File: src/rtl/evcp_pkg.sv
// Shared types, codes and constants for the control pilot state machine.
// No dependencies.
package evcp_pkg;

    localparam int unsigned REG_W     = 16;
    localparam int unsigned CFG_IDX_W = 3;
    localparam int unsigned TS_W      = 32;
    localparam int unsigned OHM_W     = 16;
    localparam int unsigned MA_W      = 17;
    localparam int unsigned DUTY_W    = 10;
    localparam int unsigned CODE_W    = 3;

    typedef enum logic [CFG_IDX_W-1:0] {
        CFG_THRESH_A      = 3'd0,
        CFG_THRESH_B      = 3'd1,
        CFG_THRESH_C      = 3'd2,
        CFG_THRESH_D      = 3'd3,
        CFG_ERROR_HOLDOFF = 3'd4,
        CFG_QUIRK_HOLDOFF = 3'd5
    } cfg_idx_t;

    localparam logic [REG_W-1:0] RST_THRESH_A      = 16'd10000;
    localparam logic [REG_W-1:0] RST_THRESH_B      = 16'd2200;
    localparam logic [REG_W-1:0] RST_THRESH_C      = 16'd500;
    localparam logic [REG_W-1:0] RST_THRESH_D      = 16'd150;
    localparam logic [REG_W-1:0] RST_ERROR_HOLDOFF = 16'd30000;
    localparam logic [REG_W-1:0] RST_QUIRK_HOLDOFF = 16'd2500;

    typedef struct packed {
        logic [REG_W-1:0] thresh_a;
        logic [REG_W-1:0] thresh_b;
        logic [REG_W-1:0] thresh_c;
        logic [REG_W-1:0] thresh_d;
        logic [REG_W-1:0] error_holdoff;
        logic [REG_W-1:0] quirk_holdoff;
    } cfg_t;

    // pilot state codes as seen on the output
    localparam logic [CODE_W-1:0] PS_A = 3'd0;
    localparam logic [CODE_W-1:0] PS_B = 3'd1;
    localparam logic [CODE_W-1:0] PS_C = 3'd2;
    localparam logic [CODE_W-1:0] PS_D = 3'd3;
    localparam logic [CODE_W-1:0] PS_E = 3'd4;

    localparam logic [CODE_W-1:0] LED_NONE      = 3'd0;
    localparam logic [CODE_W-1:0] LED_ON        = 3'd1;
    localparam logic [CODE_W-1:0] LED_BREATHING = 3'd2;
    localparam logic [CODE_W-1:0] LED_BLINK2    = 3'd3;
    localparam logic [CODE_W-1:0] LED_BLINK4    = 3'd4;
    localparam logic [CODE_W-1:0] LED_BLINK5    = 3'd5;

    localparam logic [DUTY_W-1:0] DUTY_FULL   = 10'd1000;
    localparam logic [DUTY_W:0]   DUTY_MIN    = 11'd80;
    localparam logic [DUTY_W:0]   DUTY_MAX    = 11'd1000;
    localparam logic [DUTY_W:0]   DUTY_OFFSET = 11'd640;
    localparam logic [MA_W-1:0]   DUTY_SPLIT_MA = 17'd51000;

    // floor(x/60) and floor(x/250) by reciprocal, exact over the ranges used
    localparam logic [15:0] RECIP_60  = 16'd34953;
    localparam int unsigned RECIP_60_SHIFT = 21;
    localparam logic [16:0] RECIP_250 = 17'd67109;
    localparam int unsigned RECIP_250_SHIFT = 24;

    typedef enum logic [1:0] {
        TK_IGNORE = 2'd0,
        TK_FAULT  = 2'd1,
        TK_JUMPER = 2'd2,
        TK_NORMAL = 2'd3
    } tick_kind_t;

    typedef struct packed {
        tick_kind_t        kind;
        logic              quirk;
        logic              above_a3;
        logic              above_a;
        logic              above_b;
        logic              above_c;
        logic              above_d;
        logic              ma_zero;
        logic [DUTY_W-1:0] duty;
        logic [TS_W-1:0]   now_ms;
        logic              button_event;
        logic              button_up;
    } tick_t;

    localparam int unsigned QUEUE_DEPTH = 2;
    localparam int unsigned QUEUE_PTR_W = 1;
    localparam int unsigned QUEUE_CNT_W = 2;

endpackage

File: src/rtl/evcp_front.sv
// Front end: classifies one tick against the thresholds and works out the duty.
// Depends on evcp_pkg.
module evcp_front
(
    input  evcp_pkg::cfg_t                    cfg,
    input  logic [evcp_pkg::TS_W-1:0]         now_ms,
    input  logic                              calibrating,
    input  logic                              contactor_fault,
    input  logic                              jumper_unset,
    input  logic                              adc_not_ready,
    input  logic [evcp_pkg::OHM_W-1:0]        cp_ohms,
    input  logic [evcp_pkg::DUTY_W-1:0]       pilot_duty_now,
    input  logic                              relay_closed,
    input  logic [evcp_pkg::MA_W-1:0]         allowed_ma,
    input  logic                              button_event,
    input  logic                              button_up,
    output evcp_pkg::tick_t                   tick
);

    logic [17:0]                     thr_a3;
    logic [32:0]                     prod60;
    logic [33:0]                     prod250;
    logic [evcp_pkg::DUTY_W:0]       q60;
    logic [evcp_pkg::DUTY_W:0]       q250;
    logic [evcp_pkg::DUTY_W:0]       duty_raw;
    logic [evcp_pkg::DUTY_W-1:0]     duty;

    assign thr_a3  = {2'b00, cfg.thresh_a} + {1'b0, cfg.thresh_a, 1'b0};
    assign prod60  = {16'd0, allowed_ma} * {17'd0, evcp_pkg::RECIP_60};
    assign prod250 = {17'd0, allowed_ma} * {17'd0, evcp_pkg::RECIP_250};
    assign q60     = prod60[evcp_pkg::RECIP_60_SHIFT +: 11];
    assign q250    = {1'b0, prod250[evcp_pkg::RECIP_250_SHIFT +: 10]};

    always_comb
    begin
        if (allowed_ma <= evcp_pkg::DUTY_SPLIT_MA)
        begin
            duty_raw = q60;
        end
        else
        begin
            duty_raw = q250 + evcp_pkg::DUTY_OFFSET;
        end

        if (allowed_ma == '0)
        begin
            duty = evcp_pkg::DUTY_FULL;
        end
        else if (duty_raw < evcp_pkg::DUTY_MIN)
        begin
            duty = evcp_pkg::DUTY_MIN[evcp_pkg::DUTY_W-1:0];
        end
        else if (duty_raw > evcp_pkg::DUTY_MAX)
        begin
            duty = evcp_pkg::DUTY_FULL;
        end
        else
        begin
            duty = duty_raw[evcp_pkg::DUTY_W-1:0];
        end
    end

    always_comb
    begin
        if (calibrating)
        begin
            tick.kind = evcp_pkg::TK_IGNORE;
        end
        else if (contactor_fault)
        begin
            tick.kind = evcp_pkg::TK_FAULT;
        end
        else if (jumper_unset)
        begin
            tick.kind = evcp_pkg::TK_JUMPER;
        end
        else if (adc_not_ready)
        begin
            tick.kind = evcp_pkg::TK_IGNORE;
        end
        else
        begin
            tick.kind = evcp_pkg::TK_NORMAL;
        end
        tick.quirk        = (pilot_duty_now != evcp_pkg::DUTY_FULL) && !relay_closed;
        tick.above_a3     = {2'b00, cp_ohms} > thr_a3;
        tick.above_a      = cp_ohms > cfg.thresh_a;
        tick.above_b      = cp_ohms > cfg.thresh_b;
        tick.above_c      = cp_ohms > cfg.thresh_c;
        tick.above_d      = cp_ohms > cfg.thresh_d;
        tick.ma_zero      = allowed_ma == '0;
        tick.duty         = duty;
        tick.now_ms       = now_ms;
        tick.button_event = button_event;
        tick.button_up    = button_up;
    end

endmodule

File: src/rtl/evcp_queue.sv
// Two-entry queue between the classifier and the state machine.
// Depends on evcp_pkg.
module evcp_queue
(
    input  logic            clk,
    input  logic            rst_n,
    input  logic            wr_en,
    input  evcp_pkg::tick_t wr_data,
    output logic            full,
    input  logic            rd_en,
    output evcp_pkg::tick_t rd_data,
    output logic            empty
);

    evcp_pkg::tick_t                     mem_reg [evcp_pkg::QUEUE_DEPTH];
    logic [evcp_pkg::QUEUE_PTR_W-1:0]    wr_ptr_reg;
    logic [evcp_pkg::QUEUE_PTR_W-1:0]    wr_ptr_next;
    logic [evcp_pkg::QUEUE_PTR_W-1:0]    rd_ptr_reg;
    logic [evcp_pkg::QUEUE_PTR_W-1:0]    rd_ptr_next;
    logic [evcp_pkg::QUEUE_CNT_W-1:0]    count_reg;
    logic [evcp_pkg::QUEUE_CNT_W-1:0]    count_next;

    assign full    = count_reg == evcp_pkg::QUEUE_CNT_W'(evcp_pkg::QUEUE_DEPTH);
    assign empty   = count_reg == '0;
    assign rd_data = mem_reg[rd_ptr_reg];

    always_comb
    begin
        wr_ptr_next = wr_ptr_reg;
        rd_ptr_next = rd_ptr_reg;
        count_next  = count_reg;
        if (wr_en)
        begin
            wr_ptr_next = wr_ptr_reg + 1'b1;
        end
        if (rd_en)
        begin
            rd_ptr_next = rd_ptr_reg + 1'b1;
        end
        if (wr_en && !rd_en)
        begin
            count_next = count_reg + 1'b1;
        end
        else if (rd_en && !wr_en)
        begin
            count_next = count_reg - 1'b1;
        end
    end

    always_ff @(posedge clk or negedge rst_n)
    begin
        if (!rst_n)
        begin
            wr_ptr_reg <= '0;
            rd_ptr_reg <= '0;
            count_reg  <= '0;
        end
        else
        begin
            wr_ptr_reg <= wr_ptr_next;
            rd_ptr_reg <= rd_ptr_next;
            count_reg  <= count_next;
        end
    end

    always_ff @(posedge clk)
    begin
        if (wr_en)
        begin
            mem_reg[wr_ptr_reg] <= wr_data;
        end
    end

endmodule

File: src/rtl/evcp_back.sv
// Back end: pilot state machine, timers and the registered result stage.
// Depends on evcp_pkg.
module evcp_back
(
    input  logic                             clk,
    input  logic                             rst_n,
    input  evcp_pkg::cfg_t                   cfg,
    input  logic                             tick_valid,
    input  evcp_pkg::tick_t                  tick,
    output logic                             tick_take,
    output logic                             out_valid,
    input  logic                             out_ready,
    output logic                             ignored,
    output logic [evcp_pkg::CODE_W-1:0]      pilot_state,
    output logic [evcp_pkg::DUTY_W-1:0]      pilot_duty,
    output logic                             contactor_on,
    output logic [evcp_pkg::CODE_W-1:0]      led_cmd,
    output logic                             disconnect_event,
    output logic                             button_ack,
    output logic                             button_start,
    output logic [evcp_pkg::TS_W-1:0]        charge_start_ms
);

    typedef enum logic [4:0] {
        S_A = 5'b00001,
        S_B = 5'b00010,
        S_C = 5'b00100,
        S_D = 5'b01000,
        S_E = 5'b10000
    } pstate_t;

    function automatic logic [evcp_pkg::CODE_W-1:0] state_code(input pstate_t s);
        logic [evcp_pkg::CODE_W-1:0] c;
        case (s)
            S_A:     c = evcp_pkg::PS_A;
            S_B:     c = evcp_pkg::PS_B;
            S_C:     c = evcp_pkg::PS_C;
            S_D:     c = evcp_pkg::PS_D;
            default: c = evcp_pkg::PS_E;
        endcase
        return c;
    endfunction

    pstate_t                         state_reg, state_next;
    logic                            err_valid_reg, err_valid_next;
    logic [evcp_pkg::TS_W-1:0]       err_ms_reg, err_ms_next;
    logic                            quirk_valid_reg, quirk_valid_next;
    logic [evcp_pkg::TS_W-1:0]       quirk_ms_reg, quirk_ms_next;
    logic                            chg_valid_reg, chg_valid_next;
    logic [evcp_pkg::TS_W-1:0]       chg_ms_reg, chg_ms_next;
    logic [evcp_pkg::CODE_W-1:0]     led_reg, led_next;
    logic [evcp_pkg::DUTY_W-1:0]     duty_reg, duty_next;
    logic                            cont_reg, cont_next;
    logic                            out_valid_reg, out_valid_next;

    logic                            ignored_reg;
    logic [evcp_pkg::CODE_W-1:0]     pilot_state_reg;
    logic [evcp_pkg::DUTY_W-1:0]     pilot_duty_reg;
    logic                            contactor_on_reg;
    logic [evcp_pkg::CODE_W-1:0]     led_cmd_reg;
    logic                            disconnect_event_reg;
    logic                            button_ack_reg;
    logic                            button_start_reg;
    logic [evcp_pkg::TS_W-1:0]       charge_start_ms_reg;

    logic                            advance;
    logic                            ign, disc, ack, start, req;
    pstate_t                         target;
    logic [evcp_pkg::TS_W-1:0]       err_elapsed;
    logic [evcp_pkg::TS_W-1:0]       quirk_elapsed;

    assign advance   = tick_valid && (!out_valid_reg || out_ready);
    assign tick_take = advance;

    // leaving error in this tick makes the leave time now
    assign err_elapsed   = tick.now_ms - ((state_reg == S_E) ? tick.now_ms : err_ms_reg);
    assign quirk_elapsed = tick.now_ms - quirk_ms_reg;

    always_comb
    begin
        state_next       = state_reg;
        err_valid_next   = err_valid_reg;
        err_ms_next      = err_ms_reg;
        quirk_valid_next = quirk_valid_reg;
        quirk_ms_next    = quirk_ms_reg;
        chg_valid_next   = chg_valid_reg;
        chg_ms_next      = chg_ms_reg;
        led_next         = led_reg;
        duty_next        = duty_reg;
        cont_next        = cont_reg;
        ign              = 1'b0;
        disc             = 1'b0;
        ack              = 1'b0;
        start            = 1'b0;
        req              = 1'b0;
        target           = S_A;

        case (tick.kind)
            evcp_pkg::TK_FAULT:
            begin
                led_next = evcp_pkg::LED_BLINK4;
                req      = 1'b1;
                target   = S_E;
            end
            evcp_pkg::TK_JUMPER:
            begin
                led_next = evcp_pkg::LED_BLINK2;
                req      = 1'b1;
                target   = S_E;
            end
            evcp_pkg::TK_NORMAL:
            begin
                if (!tick.quirk)
                begin
                    quirk_valid_next = 1'b0;
                end
                if (tick.quirk && tick.above_a3)
                begin
                    if (!quirk_valid_reg)
                    begin
                        quirk_ms_next    = tick.now_ms;
                        quirk_valid_next = 1'b1;
                    end
                    else if (quirk_elapsed >= {16'd0, cfg.quirk_holdoff})
                    begin
                        req    = 1'b1;
                        target = S_A;
                    end
                end
                else if (!tick.quirk && tick.above_a)
                begin
                    req    = 1'b1;
                    target = S_A;
                end
                else if (tick.above_b)
                begin
                    req    = 1'b1;
                    target = S_B;
                end
                else if (tick.above_c)
                begin
                    req = 1'b1;
                    if (tick.ma_zero)
                    begin
                        chg_valid_next = 1'b0;
                        chg_ms_next    = '0;
                        target         = S_B;
                    end
                    else
                    begin
                        target = S_C;
                    end
                end
                else if (tick.above_d)
                begin
                    led_next = evcp_pkg::LED_BLINK5;
                    req      = 1'b1;
                    target   = S_D;
                end
                else
                begin
                    led_next = evcp_pkg::LED_BLINK5;
                    req      = 1'b1;
                    target   = S_E;
                end
            end
            default:
            begin
                ign = 1'b1;
            end
        endcase

        if (req && (target != state_reg))
        begin
            if (state_reg == S_E)
            begin
                err_ms_next    = tick.now_ms;
                err_valid_next = 1'b1;
            end
            if (!((target == S_C) && err_valid_next
                  && (err_elapsed < {16'd0, cfg.error_holdoff})))
            begin
                if ((target == S_C) && err_valid_next)
                begin
                    err_valid_next = 1'b0;
                    err_ms_next    = '0;
                end
                if ((target == S_C) && !chg_valid_next)
                begin
                    chg_ms_next    = tick.now_ms;
                    chg_valid_next = 1'b1;
                end
                if ((target == S_A) || (target == S_B))
                begin
                    led_next = evcp_pkg::LED_ON;
                end
                if (target == S_A)
                begin
                    disc           = 1'b1;
                    chg_valid_next = 1'b0;
                    chg_ms_next    = '0;
                end
                state_next = target;
            end
        end

        if (!ign)
        begin
            case (state_next)
                S_A:
                begin
                    ack       = tick.button_event;
                    start     = tick.button_event && tick.button_up;
                    duty_next = evcp_pkg::DUTY_FULL;
                    cont_next = 1'b0;
                end
                S_B:
                begin
                    duty_next = tick.duty;
                    cont_next = 1'b0;
                end
                S_C:
                begin
                    duty_next = tick.duty;
                    cont_next = 1'b1;
                    led_next  = evcp_pkg::LED_BREATHING;
                end
                default:
                begin
                    duty_next = evcp_pkg::DUTY_FULL;
                    cont_next = 1'b0;
                end
            endcase
        end

        if (advance)
        begin
            out_valid_next = 1'b1;
        end
        else if (out_ready)
        begin
            out_valid_next = 1'b0;
        end
        else
        begin
            out_valid_next = out_valid_reg;
        end
    end

    always_ff @(posedge clk or negedge rst_n)
    begin
        if (!rst_n)
        begin
            state_reg       <= S_A;
            err_valid_reg   <= 1'b0;
            err_ms_reg      <= '0;
            quirk_valid_reg <= 1'b0;
            quirk_ms_reg    <= '0;
            chg_valid_reg   <= 1'b0;
            chg_ms_reg      <= '0;
            led_reg         <= evcp_pkg::LED_NONE;
            duty_reg        <= evcp_pkg::DUTY_FULL;
            cont_reg        <= 1'b0;
            out_valid_reg   <= 1'b0;
        end
        else
        begin
            out_valid_reg <= out_valid_next;
            if (advance)
            begin
                state_reg       <= state_next;
                err_valid_reg   <= err_valid_next;
                err_ms_reg      <= err_ms_next;
                quirk_valid_reg <= quirk_valid_next;
                quirk_ms_reg    <= quirk_ms_next;
                chg_valid_reg   <= chg_valid_next;
                chg_ms_reg      <= chg_ms_next;
                led_reg         <= led_next;
                duty_reg        <= duty_next;
                cont_reg        <= cont_next;
            end
        end
    end

    always_ff @(posedge clk)
    begin
        if (advance)
        begin
            ignored_reg          <= ign;
            pilot_state_reg      <= state_code(state_next);
            pilot_duty_reg       <= duty_next;
            contactor_on_reg     <= cont_next;
            led_cmd_reg          <= led_next;
            disconnect_event_reg <= disc;
            button_ack_reg       <= ack;
            button_start_reg     <= start;
            charge_start_ms_reg  <= chg_valid_next ? chg_ms_next : '0;
        end
    end

    assign out_valid        = out_valid_reg;
    assign ignored          = ignored_reg;
    assign pilot_state      = pilot_state_reg;
    assign pilot_duty       = pilot_duty_reg;
    assign contactor_on     = contactor_on_reg;
    assign led_cmd          = led_cmd_reg;
    assign disconnect_event = disconnect_event_reg;
    assign button_ack       = button_ack_reg;
    assign button_start     = button_start_reg;
    assign charge_start_ms  = charge_start_ms_reg;

endmodule

File: src/rtl/evse_control_pilot_state_machine.sv
// Control pilot state machine, top level: register bank, classifier, queue, state machine.
// Depends on evcp_pkg, evcp_front, evcp_queue and evcp_back.
// An input tick goes into the queue and then into the back end's registered result stage;
// one tick per cycle sustained while no result is held at the output.
// A held result stops the back end; input stalls once the two-entry queue is full.
// Reset: state A, all timers idle, LED none, duty 1000, registers at their defaults.
module evse_control_pilot_state_machine
(
    input  logic                                  clk,
    input  logic                                  rst_n,
    input  logic                                  cfg_we,
    input  logic [evcp_pkg::CFG_IDX_W-1:0]        cfg_index,
    input  logic [evcp_pkg::REG_W-1:0]            cfg_data,
    input  logic                                  in_valid,
    output logic                                  in_ready,
    input  logic [evcp_pkg::TS_W-1:0]             now_ms,
    input  logic                                  calibrating,
    input  logic                                  contactor_fault,
    input  logic                                  jumper_unset,
    input  logic                                  adc_not_ready,
    input  logic [evcp_pkg::OHM_W-1:0]            cp_ohms,
    input  logic [evcp_pkg::DUTY_W-1:0]           pilot_duty_now,
    input  logic                                  relay_closed,
    input  logic [evcp_pkg::MA_W-1:0]             allowed_ma,
    input  logic                                  button_event,
    input  logic                                  button_up,
    output logic                                  out_valid,
    input  logic                                  out_ready,
    output logic                                  ignored,
    output logic [evcp_pkg::CODE_W-1:0]           pilot_state,
    output logic [evcp_pkg::DUTY_W-1:0]           pilot_duty,
    output logic                                  contactor_on,
    output logic [evcp_pkg::CODE_W-1:0]           led_cmd,
    output logic                                  disconnect_event,
    output logic                                  button_ack,
    output logic                                  button_start,
    output logic [evcp_pkg::TS_W-1:0]             charge_start_ms
);

    evcp_pkg::cfg_t  cfg_reg;
    evcp_pkg::tick_t front_tick;
    evcp_pkg::tick_t queue_tick;
    logic            queue_full;
    logic            queue_empty;
    logic            tick_take;

    always_ff @(posedge clk or negedge rst_n)
    begin
        if (!rst_n)
        begin
            cfg_reg.thresh_a      <= evcp_pkg::RST_THRESH_A;
            cfg_reg.thresh_b      <= evcp_pkg::RST_THRESH_B;
            cfg_reg.thresh_c      <= evcp_pkg::RST_THRESH_C;
            cfg_reg.thresh_d      <= evcp_pkg::RST_THRESH_D;
            cfg_reg.error_holdoff <= evcp_pkg::RST_ERROR_HOLDOFF;
            cfg_reg.quirk_holdoff <= evcp_pkg::RST_QUIRK_HOLDOFF;
        end
        else if (cfg_we)
        begin
            case (cfg_index)
                evcp_pkg::CFG_THRESH_A:      cfg_reg.thresh_a      <= cfg_data;
                evcp_pkg::CFG_THRESH_B:      cfg_reg.thresh_b      <= cfg_data;
                evcp_pkg::CFG_THRESH_C:      cfg_reg.thresh_c      <= cfg_data;
                evcp_pkg::CFG_THRESH_D:      cfg_reg.thresh_d      <= cfg_data;
                evcp_pkg::CFG_ERROR_HOLDOFF: cfg_reg.error_holdoff <= cfg_data;
                evcp_pkg::CFG_QUIRK_HOLDOFF: cfg_reg.quirk_holdoff <= cfg_data;
                default:                     ;
            endcase
        end
    end

    assign in_ready = !queue_full;

    evcp_front u_front
    (
        .cfg             (cfg_reg),
        .now_ms          (now_ms),
        .calibrating     (calibrating),
        .contactor_fault (contactor_fault),
        .jumper_unset    (jumper_unset),
        .adc_not_ready   (adc_not_ready),
        .cp_ohms         (cp_ohms),
        .pilot_duty_now  (pilot_duty_now),
        .relay_closed    (relay_closed),
        .allowed_ma      (allowed_ma),
        .button_event    (button_event),
        .button_up       (button_up),
        .tick            (front_tick)
    );

    evcp_queue u_queue
    (
        .clk     (clk),
        .rst_n   (rst_n),
        .wr_en   (in_valid && in_ready),
        .wr_data (front_tick),
        .full    (queue_full),
        .rd_en   (tick_take),
        .rd_data (queue_tick),
        .empty   (queue_empty)
    );

    evcp_back u_back
    (
        .clk              (clk),
        .rst_n            (rst_n),
        .cfg              (cfg_reg),
        .tick_valid       (!queue_empty),
        .tick             (queue_tick),
        .tick_take        (tick_take),
        .out_valid        (out_valid),
        .out_ready        (out_ready),
        .ignored          (ignored),
        .pilot_state      (pilot_state),
        .pilot_duty       (pilot_duty),
        .contactor_on     (contactor_on),
        .led_cmd          (led_cmd),
        .disconnect_event (disconnect_event),
        .button_ack       (button_ack),
        .button_start     (button_start),
        .charge_start_ms  (charge_start_ms)
    );

endmodule

File: config.mk
export PLATFORM = sky130hd
export DESIGN_NAME = evse_control_pilot_state_machine
export DESIGN_NICKNAME = d
export VERILOG_FILES = /design/src/rtl/evcp_pkg.sv /design/src/rtl/evcp_front.sv /design/src/rtl/evcp_queue.sv /design/src/rtl/evcp_back.sv /design/src/rtl/evse_control_pilot_state_machine.sv
export SDC_FILE = /design/constraint.sdc
export NUM_CORES = 1
export LEC_CHECK = 0
export BUFFER_PORTS_ARGS = -buffer_cell sky130_fd_sc_hd__buf_2
export CAP_MARGIN = 15
export CORE_MARGIN = 2
export CORE_UTILIZATION = 28
export CTS_CLUSTER_DIAMETER = 60
export DETAILED_ROUTE_END_ITERATION = 8
export PLACE_DENSITY_LB_ADDON = 0.25
export SYNTH_ARGS = -nofsm -noshare
export SYNTH_HDL_FRONTEND = slang
export SYNTH_SLANG_ARGS = --single-unit
export TNS_END_PERCENT = 100
File: constraint.sdc
create_clock -name clk -period 7.25 [get_ports clk]
set_clock_uncertainty 0.15 [all_clocks]
set_input_delay 2.175 -clock clk [delete_from_list [all_inputs] [get_ports clk]]
set_output_delay 2.175 -clock clk [all_outputs]
set_load 0.05 [all_outputs]
[Word level (Yosys, flattened, before mapping)]
Memory sizes are Yosys's and may differ from the RTL's.
Index checks and enable logic that the tools add are counted.
Cells by class
  add/sub/neg operators: 8
  multiply operators: 2
  magnitude comparators: 10
  equality and inequality tests: 19
  muxes and demuxes: 74
  bitwise logic cells: 2
  reductions and logical operators: 41
Operators by type and width (number)
  2-to-1 mux 32 bit: 13
  greater-than comparator 16 bit: 4
  subtractor 32 bit: 2
  2-to-1 mux 10 bit: 5
  2-to-1 mux 5 bit: 7
  multiplier 17 x 17 -> 34 bit, second input constant: 1
  >= comparator 32 x 16 -> 1 bit: 1
  less-than comparator 32 x 16 -> 1 bit: 1
  multiplier 17 x 16 -> 32 bit, second input constant: 1
  2-to-1 mux 3 bit: 10
  2-to-1 mux 1 bit: 28
  adder 16 x 17 -> 18 bit: 1
  greater-than comparator 16 x 18 -> 1 bit: 1
  AND reduction 2 bit: 9
  <= comparator 17 x 16 -> 1 bit, second input constant: 1
  logical NOT 17 bit: 1
  logical AND 1 bit: 12
  2-to-1 mux 2 bit: 6
  one-hot mux 3 bit (4 select lines): 1
  adder 10 x 10 -> 11 bit, second input constant: 1
  greater-than comparator 11 x 10 -> 1 bit, second input constant: 1
  less-than comparator 11 x 7 -> 1 bit, second input constant: 1
  2-to-1 mux 11 bit: 1
  equality test 5 x 1 -> 1 bit, second input constant: 2
  26 further kinds: 45
Storage, ports and cells
  register bits: 272
  bits in writable memories: 106
  bits of input ports: 106
  output and inout port bits: 55
  word-level logic and storage cells: 186
  memories: 1
Memories
  u_queue.mem_reg: depth 2, bits a word 53, read ports 1, clocked after memory_dff 0, write ports 1, line evcp_queue.sv:15  | evcp_pkg::tick_t mem_reg [evcp_pkg::QUEUE_DEPTH];

[Depth between registers and ports, before layout]
Gate-level depths: netlist (run 1).
An unclocked memory read counts as a cell.
  depth after elaboration: 18
  mapped depth: 30
  mapped depth without buffers: 30

[Hierarchy]
Synthesis (run 1) repeated with hierarchy kept, for this count alone.
Unflattened totals
  cells, all modules: 2935
  area, all modules: 30406.7 µm²
Modules (own cells, without submodules)
  evcp_back: instances 1, cells an instance 1405, area an instance 12742.2 µm², seq. area each 4578.1 µm²
  evcp_front: instances 1, cells an instance 1138, area an instance 9675.5 µm², seq. area each 0.0 µm²
  evcp_queue: instances 1, cells an instance 181, area an instance 4261.6 µm², seq. area each 3283.1 µm²
  evse_control_pilot_state_machine: instances 1, cells an instance 211, area an instance 3727.3 µm², seq. area each 2441.1 µm²

[Worst setup path after synthesis (run 1)]
OpenSTA, ideal clock, no wires.
  path kind: input port to flip-flop
  from: input port allowed_ma[6] in the netlist's numbering
  to: memory u_queue.mem_reg[0][37] in the netlist's numbering, data pin
  library setup time: 0.257 ns
  arrival time: 8.485 ns
  required time: 6.843 ns
  path slack: -1.642 ns
  cell stages on the path: 29
  buffers on the path: 0
  cells stage by stage: inv_1 -> ha_1 -> ha_1 -> fa_1 -> inv_1 -> fa_1 -> inv_1 -> fa_1 -> inv_1 -> fa_1 -> inv_1 -> ha_1 -> nand4_1 -> nor3_1 -> and2_1 -> a221o_1 -> or4_1 -> a31oi_1 -> nor2_1 -> xnor2_1 -> ha_1 -> and3_1 -> o21ai_0 -> o211ai_1 -> or4_1 -> nand2_1 -> nor4b_1 -> a21bo_2 -> a21o_1
RTL lines
  start, declared: line evse_control_pilot_state_machine.sv:24  | input logic [evcp_pkg::MA_W-1:0] allowed_ma,
  end, declared: line evcp_queue.sv:15

==> reports/metrics.yaml, run 1 <==
run_status:
  status: "complete, but fails checks"
  violations: "negative setup slack"
floorplan:
  coreArea_um2: 102000
  placement_rows: 117
  top_level_ports: 161
  horizontal_die_dimension_um: 325
  dieArea_um2: 106000
  start_util: 0.283
  die_y_um: 325
setup_path:
  critPathRequiredTime_ns: 7.41
  setup.worst_path.start_class: "primary input"
  worst_path_max_delay_cell: "sky130_fd_sc_hd__or4_4"
  worstPathArrival_ns: 8.31
  cp_slowest_stage_delay_ns: 0.53
  worst_path_dominant_cell_family: "adder cells"
  biggest_fanout_along_the_worst_timing_path: 5
  timing.critical_path.buf_inv: 6
  crit_top_cell: "sky130_fd_sc_hd__fa_1"
  crit_type: "primary input to flip-flop"
  ff2ff_setup_slack_ns: 0.50
  cp-end-kind: "flip-flop"
sta:
  final.setup.tns_ns: -13.63
  worst-slew-pin-transition_ns: 0.991
  timing_max_transition_violations_final: 0
  fmaxAchievable_ghz: 0.123
  report.final.hold_viol_count: 0
  setup_viol: 16
  hold_slack_ns: 0.328
  slew_headroom: 0.336
  grt_setup_unrepaired: "true"
  final_period_minus_worst_setup_slack_ns: 8.16
  postLayoutSetupSlackWorst_ns: -0.908
  timing.final.crit_share: 1.13
detailed_routing:
  drt_drc_violations_left: 0
  detailroute.via_count: 21985
  wl_per_cell_um: 17.3
  drt_pass_1_iters: 5
  final_antenna_net_count: 0
  wire_length_after_detailed_routing_um: 80300
  initial_drt_markers: 1052
  drt-vias-per-instance: 4.74
yosys:
  synthArstFlopShare: 0.579
  synth_enable_flop_cells: 159
  synth.yosys.warnings: 0
  ys_seq_elements: 378
  syn_area_um2: 28900
  synth.most_common_cell: "sky130_fd_sc_hd__ha_1"
  synth_area_leader_cell: "sky130_fd_sc_hd__ha_1"
  dominantRegCellSynth: "sky130_fd_sc_hd__dfrtp_1"
  netlist-cell-type-count: 94
  synth.top_cell.area_share: 0.192
  syn_inst: 2916
  netlist_top_cells_area: "sky130_fd_sc_hd__ha_1, sky130_fd_sc_hd__edfxtp_1, sky130_fd_sc_hd__dfrtp_1"
  synthTopCellsByCount: "sky130_fd_sc_hd__ha_1, sky130_fd_sc_hd__inv_1, sky130_fd_sc_hd__nand2_1, sky130_fd_sc_hd__o21ai_0, sky130_fd_sc_hd__dfrtp_1"
  mappedNetlistNets: 3531
  syn_avg_cell_area_um2: 9.90
  ys_seq_area_frac: 0.357
pwr:
  clock_power_share: 0.143
  p_switching_w: 0.00726
  power.leakage_nw: 16.0
  combinational_power_share: 0.646
  fraction_of_power_consumed_by_sequential_logic: 0.211
  power_density_normalized_to_cell_area_nw_per_um2: 448
  netSwitchingFraction: 0.471
  cell_internal_pwr_w: 0.00816
  ir_drop_uv: 203
layout:
  fin_area_um2: 34400
  final_nets: 3846
  area.growth.synth_to_final_pct: 19.4
  largest_register_ff_count: 106
  final_layout_size_suffix_gt1_frac: 0.192
  final_cells: 4637
  sequential_cell_area_um2: 10300
  layout.filler_cells: 10541
  area_of_combinational_cells_with_multiple_inputs_um2: 17300
clock_tree:
  clock_sinks: 378
  clock_latency_ns: 0.58
  cts_made_buffers: 45
  cts.path.max_buffers: 3
  clock_tree.htree_level_count: 2
  clk_pin_slew_worst_paths_ns: 0.06
  clock-root-buffer: "sky130_fd_sc_hd__clkbuf_16"
  cts_tree: "yes"
place:
  placed_area_um2: 32700
  dpl.hpwl_um: 62800
  numPortBuffers: 160
  gp_congestion: 0.865
  dpl.cell_count: 4543
grt:
  grt_pass1_wl_um: 127000
  overflow: 0
  grt_antenna_before_repair: 6
  grt_use_total: 0.151
  via_count_of_the_first_global_routing_pass: 22195
  maximum_number_of_pins_on_one_net_before_global_route_repair: 104
run:
  max-cap-violations: 0
worst_hold_path:
  hp-class: "flip-flop to flip-flop"
routing by layer:
metal,track usage,part of all wire,vias up
li1,-,-,11072
met1,0.197,0.46,10479
met2,0.258,0.47,343
met3,0.0263,0.042,87
met4,0.0382,0.023,4
met5,0,0.00029,-
stage by stage:
step / setup slack (ns) / power [W] / util
2_1_floorplan: -1.07 / 0.0102 / -
3_3_place_gp: -1.70 / 0.0131 / 0.320
3_5_place_dp: -1.72 / 0.0131 / 0.320
4_1_cts: -1.01 / 0.0155 / 0.336
5_1_grt: -1.20 / 0.0169 / 0.338
6_report: -0.908 / 0.0154 / 0.338
power groups by stage:
stage | clock network (W) | logic [W] | registers (W)
CTS | 0.00228 | 0.00994 | 0.00326
detailed placement | 0 | 0.00983 | 0.00329
global route | 0.00235 | 0.0112 | 0.00332
global placement | 0 | 0.00981 | 0.00328
finish | 0.00220 | 0.00997 | 0.00325
floorplan | 0 | 0.00656 | 0.00360
worst paths after layout:
| check | start | endpoint | cells past startpoint |
|---|---|---|---|
| worst max-delay path | allowed_ma[6] | u_queue.mem_reg[0][36] | 30 |
| worst min-delay path | u_back.err_ms_reg[7] | u_back.err_ms_reg[7] | 2 |
| min in group asynchronous | rst_n | cfg_reg[74] | 1 |
| max in group asynchronous | rst_n | u_queue.rd_ptr_reg | 2 |
| worst min register to register | u_back.err_ms_reg[7] | u_back.err_ms_reg[7] | 2 |
| worst max register to register | u_queue.rd_ptr_reg | u_back.charge_start_ms[1] | 27 |
worst reg2reg max path, cell delays in order (launching register included):
cell                        delay [ns]
sky130_fd_sc_hd__dfrtp_4          0.59
sky130_fd_sc_hd__mux2_2           0.33
sky130_fd_sc_hd__inv_1            0.18
sky130_fd_sc_hd__o21ai_1          0.27
sky130_fd_sc_hd__ha_1             0.21
sky130_fd_sc_hd__inv_1            0.05
sky130_fd_sc_hd__fa_1             0.41
sky130_fd_sc_hd__a21oi_1          0.28
sky130_fd_sc_hd__o2bb2ai_2        0.16
sky130_fd_sc_hd__o21ai_1          0.22
sky130_fd_sc_hd__o21ai_0          0.16
sky130_fd_sc_hd__nand3_1          0.12
sky130_fd_sc_hd__nand2_1          0.08
sky130_fd_sc_hd__xor2_1           0.16
sky130_fd_sc_hd__ha_1             0.30
sky130_fd_sc_hd__nand4_1          0.17
sky130_fd_sc_hd__a2111oi_0        0.74
sky130_fd_sc_hd__a2111oi_1        0.22
sky130_fd_sc_hd__o2111ai_1        0.18
sky130_fd_sc_hd__nor4_2           0.10
sky130_fd_sc_hd__buf_4            0.16
sky130_fd_sc_hd__a41o_1           0.26
sky130_fd_sc_hd__buf_4            0.16
sky130_fd_sc_hd__nor3_4           0.29
sky130_fd_sc_hd__nor2_2           0.09
sky130_fd_sc_hd__buf_12           0.17
sky130_fd_sc_hd__a22oi_1          0.25
sky130_fd_sc_hd__nor2_1           0.06
final cells by class:
cell class | instances | share of cell area
multi-input combinational | 2106 | 0.502
sequential | 378 | 0.299
timing repair buffer | 347 | 0.0692
tap | 1368 | 0.0497
inverter | 353 | 0.0389
clock buffer | 58 | 0.0350
clock inverter | 25 | 0.00614
antenna | 2 | 0.000145
layout by cell type (no fill, tap or decap), types with 11 or more instances in the layout:
master,n
sky130_fd_sc_hd__ha_1,429
sky130_fd_sc_hd__inv_1,345
sky130_fd_sc_hd__nand2_1,251
sky130_fd_sc_hd__o21ai_0,201
sky130_fd_sc_hd__dfrtp_1,180
sky130_fd_sc_hd__buf_4,175
sky130_fd_sc_hd__a21oi_1,162
sky130_fd_sc_hd__edfxtp_1,159
sky130_fd_sc_hd__buf_2,154
sky130_fd_sc_hd__nor2_1,142
sky130_fd_sc_hd__mux2_2,76
sky130_fd_sc_hd__a21o_1,73
sky130_fd_sc_hd__fa_1,67
sky130_fd_sc_hd__mux2i_1,60
sky130_fd_sc_hd__xnor2_1,57
sky130_fd_sc_hd__clkbuf_16,46
sky130_fd_sc_hd__nand4_1,44
sky130_fd_sc_hd__nand3_1,42
sky130_fd_sc_hd__dfstp_2,38
sky130_fd_sc_hd__a22o_1,32
sky130_fd_sc_hd__xor2_1,30
sky130_fd_sc_hd__a22oi_1,30
sky130_fd_sc_hd__nand2b_1,25
sky130_fd_sc_hd__nor3_1,23
sky130_fd_sc_hd__nor2b_1,23
sky130_fd_sc_hd__o21a_1,19
sky130_fd_sc_hd__o21ai_1,18
sky130_fd_sc_hd__a31oi_1,18
sky130_fd_sc_hd__and3_1,15
sky130_fd_sc_hd__a211oi_1,15
sky130_fd_sc_hd__o21bai_1,14
sky130_fd_sc_hd__nor4_1,14
sky130_fd_sc_hd__o211ai_1,13
sky130_fd_sc_hd__ha_4,12
sky130_fd_sc_hd__clkbuf_1,11
cells by family after synthesis:
logic type / Yosys count / share of synthesized area
compound gates: 707 / 0.158
flops: 378 / 0.357
buf+inv: 432 / 0.0573
fa+ha+maj: 509 / 0.238
xor+xnor: 87 / 0.0264
mux: 142 / 0.0527
simple gates: 661 / 0.110
timing repair:
item / 4_1_cts / 5_1_grt
cloned: 0 / 0
endpoints found under the setup margin: 20 / 82
hold buffers: 0 / 0
buffers inserted: 4 / 7
pin swaps: 27 / 23
gates resized for setup: 27 / 34
(Power assumes the default switching activity.)
==> inputs of run 2 (changes only) <==
--- a/config.mk
+++ b/config.mk
@@ -5,6 +5,8 @@
 export SDC_FILE = /design/constraint.sdc
 export NUM_CORES = 1
 export LEC_CHECK = 0
+export ABC_AREA = 1
+export ABC_CLOCK_PERIOD_IN_PS = 7250
 export BUFFER_PORTS_ARGS = -buffer_cell sky130_fd_sc_hd__buf_2
 export CAP_MARGIN = 15
 export CORE_MARGIN = 2
==> run 2 against run 1 <==
Routed wire length grew 17%; sequential share of layout area down 2.3 points; the run now ends clean; critical path depth is 1 higher; synthesized area is 8.2% higher; register-to-register slack improved by 0.30 ns; combinational power up 26%; via count grew 21%; power rose by 20%; final cell count up 26%; non-clock buffer count rose by 9; critical endpoint is now u_queue.mem_reg[0][37]; critical path type unchanged.
==> reports/metrics.yaml, run 2 <==
run_status:
  status: "complete, no violations"  # was complete, but fails checks
yosys:
  mappedNetlistNets: 4607  # was 3531
  ys_seq_elements: 378  # unchanged
  post_synth_fa_ha_maj_area_fraction: 0.220  # was 0.238
  synth_enable_flop_cells: 159  # unchanged
  netlist-cell-type-count: 64  # was 94
  ys_seq_area_frac: 0.330  # was 0.357
  synth_compound_area_frac: 0.114  # was 0.158
  synthArstFlopShare: 0.579  # unchanged
  dominantRegCellSynth: "sky130_fd_sc_hd__dfrtp_1"  # unchanged
  synth.yosys.warnings: 0  # unchanged
  synth_xor_area_frac: 0.0168  # was 0.0264
  synth.top_cell.area_share: 0.177  # was 0.192
  syn_area_um2: 31200  # was 28900 um2
  yosys-mux-area-fraction: 0.0182  # was 0.0527
  synth_simple_gate_area_frac: 0.206  # was 0.110
  synth_area_leader_cell: "sky130_fd_sc_hd__ha_1"  # unchanged
  netlist_top_cells_area: "sky130_fd_sc_hd__ha_1, sky130_fd_sc_hd__edfxtp_1, sky130_fd_sc_hd__dfrtp_1"  # unchanged
  synth.most_common_cell: "sky130_fd_sc_hd__nand2_1"  # was sky130_fd_sc_hd__ha_1
  synthTopCellsByCount: "sky130_fd_sc_hd__nand2_1, sky130_fd_sc_hd__inv_1, sky130_fd_sc_hd__ha_1, sky130_fd_sc_hd__o21ai_0, sky130_fd_sc_hd__a21oi_1"  # was sky130_fd_sc_hd__ha_1, sky130_fd_sc_hd__inv_1, sky130_fd_sc_hd__nand2_1, sky130_fd_sc_hd__o21ai_0, sky130_fd_sc_hd__dfrtp_1
  syn_inst: 3992  # was 2916
  combinational_family_with_the_most_area_after_synthesis: "adder cells"  # unchanged
  syn_avg_cell_area_um2: 7.82  # was 9.90 um2
setup_path:
  worst_path_dominant_cell_family: "adder cells"  # unchanged
  worst_path_max_delay_cell: "sky130_fd_sc_hd__fa_1"  # was sky130_fd_sc_hd__or4_4
  biggest_fanout_along_the_worst_timing_path: 4  # was 5
  rr_startpoint: "u_back.state_reg[0]"  # was u_queue.rd_ptr_reg
  cp_slowest_stage_delay_ns: 0.52  # was 0.53 ns
  worstPathArrival_ns: 7.27  # was 8.31 ns
  crit_type: "primary input to flip-flop"  # unchanged
  timing.critical_path.buf_inv: 9  # was 6
  cp-end-kind: "flip-flop"  # unchanged
  cp-startpoint: "allowed_ma[6]"  # unchanged
  setup.worst_path.start_class: "primary input"  # unchanged
  critPathRequiredTime_ns: 7.43  # was 7.41 ns
floorplan:
  top_level_ports: 161  # unchanged
  dieArea_um2: 114000  # was 106000 um2
  horizontal_die_dimension_um: 338  # was 325 um
  coreArea_um2: 111000  # was 102000 um2
  die_y_um: 338  # was 325 um
  placement_rows: 122  # was 117
  start_util: 0.282  # was 0.283
clock_tree:
  cts.path.max_buffers: 3  # unchanged
  cts_tree: "yes"  # unchanged
  clock_sinks: 378  # unchanged
  clock_latency_ns: 0.60  # was 0.58 ns
  clock-root-buffer: "sky130_fd_sc_hd__clkbuf_16"  # unchanged
  cts.repair_timing.setup_buffer_count: 0  # was 4
  clk_pin_slew_worst_paths_ns: 0.06  # about the same
  clock_tree.htree_level_count: 2  # unchanged
  cts_made_buffers: 48  # was 45
worst_hold_path:
  hold_path.startpoint: "u_back.duty_reg[3]"  # was u_back.err_ms_reg[7]
  hp-class: "flip-flop to flip-flop"  # unchanged
detailed_routing:
  detailroute.via_count: 26557  # was 21985
  wl_per_cell_um: 16.0  # was 17.3 um
  final_antenna_net_count: 0  # unchanged
  drt_pass_1_iters: 6  # was 5
  initial_drt_markers: 1482  # was 1052
  drt_drc_violations_left: 0  # unchanged
  drt-vias-per-instance: 4.54  # was 4.74
  wire_length_after_detailed_routing_um: 93700  # was 80300 um
pwr:
  power_density_normalized_to_cell_area_nw_per_um2: 496  # was 448 nW/um2
  clock_power_share: 0.136  # was 0.143
  ir_drop_uv: 189  # was 203 uV
  power.leakage_nw: 19.1  # was 16.0 nW
  p_switching_w: 0.00938  # was 0.00726 W
  fraction_of_power_consumed_by_sequential_logic: 0.183  # was 0.211
  p_total_w: 0.0185  # was 0.0154 W
  combinational_power_share: 0.681  # was 0.646
  cell_internal_pwr_w: 0.00911  # was 0.00816 W
  netSwitchingFraction: 0.507  # was 0.471
place:
  dp_worst_setup_slack_ns: -0.616  # was -1.72 ns
  gp_congestion: 0.927  # was 0.865
  placed_area_um2: 35200  # was 32700 um2
  dpl.hpwl_um: 75600  # was 62800 um
  numPortBuffers: 160  # unchanged
layout:
  most-common-layout-cells: "sky130_fd_sc_hd__nand2_1, sky130_fd_sc_hd__inv_1, sky130_fd_sc_hd__ha_1"  # was sky130_fd_sc_hd__ha_1, sky130_fd_sc_hd__inv_1, sky130_fd_sc_hd__nand2_1
  layout.filler_cells: 11781  # was 10541
  fin_area_um2: 37300  # was 34400 um2
  largest_register_ff_count: 106  # unchanged
  area.growth.synth_to_final_pct: 19.3  # was 19.4%
  layout_commonest_cell: "sky130_fd_sc_hd__nand2_1"  # was sky130_fd_sc_hd__ha_1
  final_nets: 4934  # was 3846
  utilization: 0.337  # was 0.338
  final_layout_size_suffix_gt1_frac: 0.147  # was 0.192
grt:
  grt_pass1_wl_um: 147000  # was 127000 um
  maximum_number_of_pins_on_one_net_before_global_route_repair: 115  # was 104
  grt_use_total: 0.165  # was 0.151
  grt_antenna_before_repair: 26  # was 6
  via_count_of_the_first_global_routing_pass: 26230  # was 22195
  overflow: 0  # unchanged
sta:
  final_period_minus_worst_setup_slack_ns: 7.09  # was 8.16 ns
  timing.final.crit_share: 0.977  # was 1.13
  worst-slew-pin-transition_ns: 1.13  # was 0.991 ns
  postLayoutSetupSlackWorst_ns: 0.163  # was -0.908 ns
  report.final.hold_viol_count: 0  # unchanged
  fmaxAchievable_ghz: 0.141  # was 0.123 GHz
  setup_viol: 0  # was 16
  slew_headroom: 0.245  # was 0.336
  timing_max_transition_violations_final: 0  # unchanged
run:
  max-cap-violations: 0  # unchanged
## run 2: cell types whose count changed in the layout (fill, tap and decap cells not counted), sizes merged, moves of 30 or more
cell / before / now
a21o: 73 / 12
a21oi: 165 / 247
a22o: 32 / 0
a22oi: 30 / 0
inv: 358 / 697
mux2: 80 / 30
mux2i: 62 / 23
nand2: 253 / 1088
nand3: 43 / 117
nor2: 147 / 247
o21ai: 223 / 291
xnor2: 57 / 11
## run 2: tightest hold or removal path, cell delays in order, from the launching register on
cell and delay (ns):
sky130_fd_sc_hd__dfstp_2 0.36, sky130_fd_sc_hd__nand2_1 0.05, sky130_fd_sc_hd__nand2_1 0.05
## run 2: cells by family after synthesis
| logic type | Yosys count |
|---|---|
| AND/OR/NAND/NOR | 1569 |
| buffers and inverters | 772 |
| AO/OA/AOI/OAI | 651 |
| adder cells (fa/ha/maj) | 509 |
| flip-flops | 378 |
| XOR/XNOR | 60 |
| multiplexers | 53 |
## run 2: worst paths after layout
kind	depth (start not counted)	end	slack (ns)
worst max-delay path	31	u_queue.mem_reg[0][37]	0.16
worst min register to register	2	u_back.duty_reg[3]	0.32
worst max register to register	29	u_back.charge_start_ms[0]	0.80
max in group asynchronous	2	u_back.quirk_ms_reg[3]	4.14
worst min-delay path	2	u_back.duty_reg[3]	0.32
min in group asynchronous	1	cfg_reg[85]	1.47
## run 2: power by group through the flow
stage          Clock, W  Sequential [W]  Combinational [W]
4_1_cts         0.00259         0.00339             0.0125
5_1_grt         0.00268         0.00346             0.0143
6_report        0.00252         0.00338             0.0126
3_5_place_dp          0         0.00342             0.0124
3_3_place_gp          0         0.00341             0.0123
2_1_floorplan         0         0.00380            0.00828
## run 2: layout make-up
cell class	instances	area, um2	share of cell area
multi-input cells	2843	18400	0.495
flip-flops and latches	378	10300	0.277
inverters	692	2600	0.0697
repair buffers	356	2360	0.0633
well taps	1488	1860	0.0500
clock buffers	57	1260	0.0339
clock inverters	33	414	0.0111
diodes	8	20.0	0.000537
## run 2: per-layer routing
metal / vias up / GRT usage / routed length [um]
met4: 20 / 0.0409 / 2090
met3: 120 / 0.0204 / 3960
met1: 12337 / 0.216 / 43000
met2: 425 / 0.286 / 44500
met5: - / 0 / 124
li1: 13655 / - / -
## run 2: metrics by stage
stage / hold slack (ns) / TNS, ns / std cells
after floorplan: 0.295 / 0 / 3992
final: 0.315 / 0 / 5855
after CTS: 0.319 / 0 / 5846
after detailed placement: 0.308 / -11.26 / 5756
after global placement: 0.304 / -10.66 / 5756
after global routing: 0.327 / -0.328 / 5850
## run 2: timing repair
item	in CTS	in global routing
resized for setup	0	94
hold buffers	0	0
setup endpoints to repair	0	18
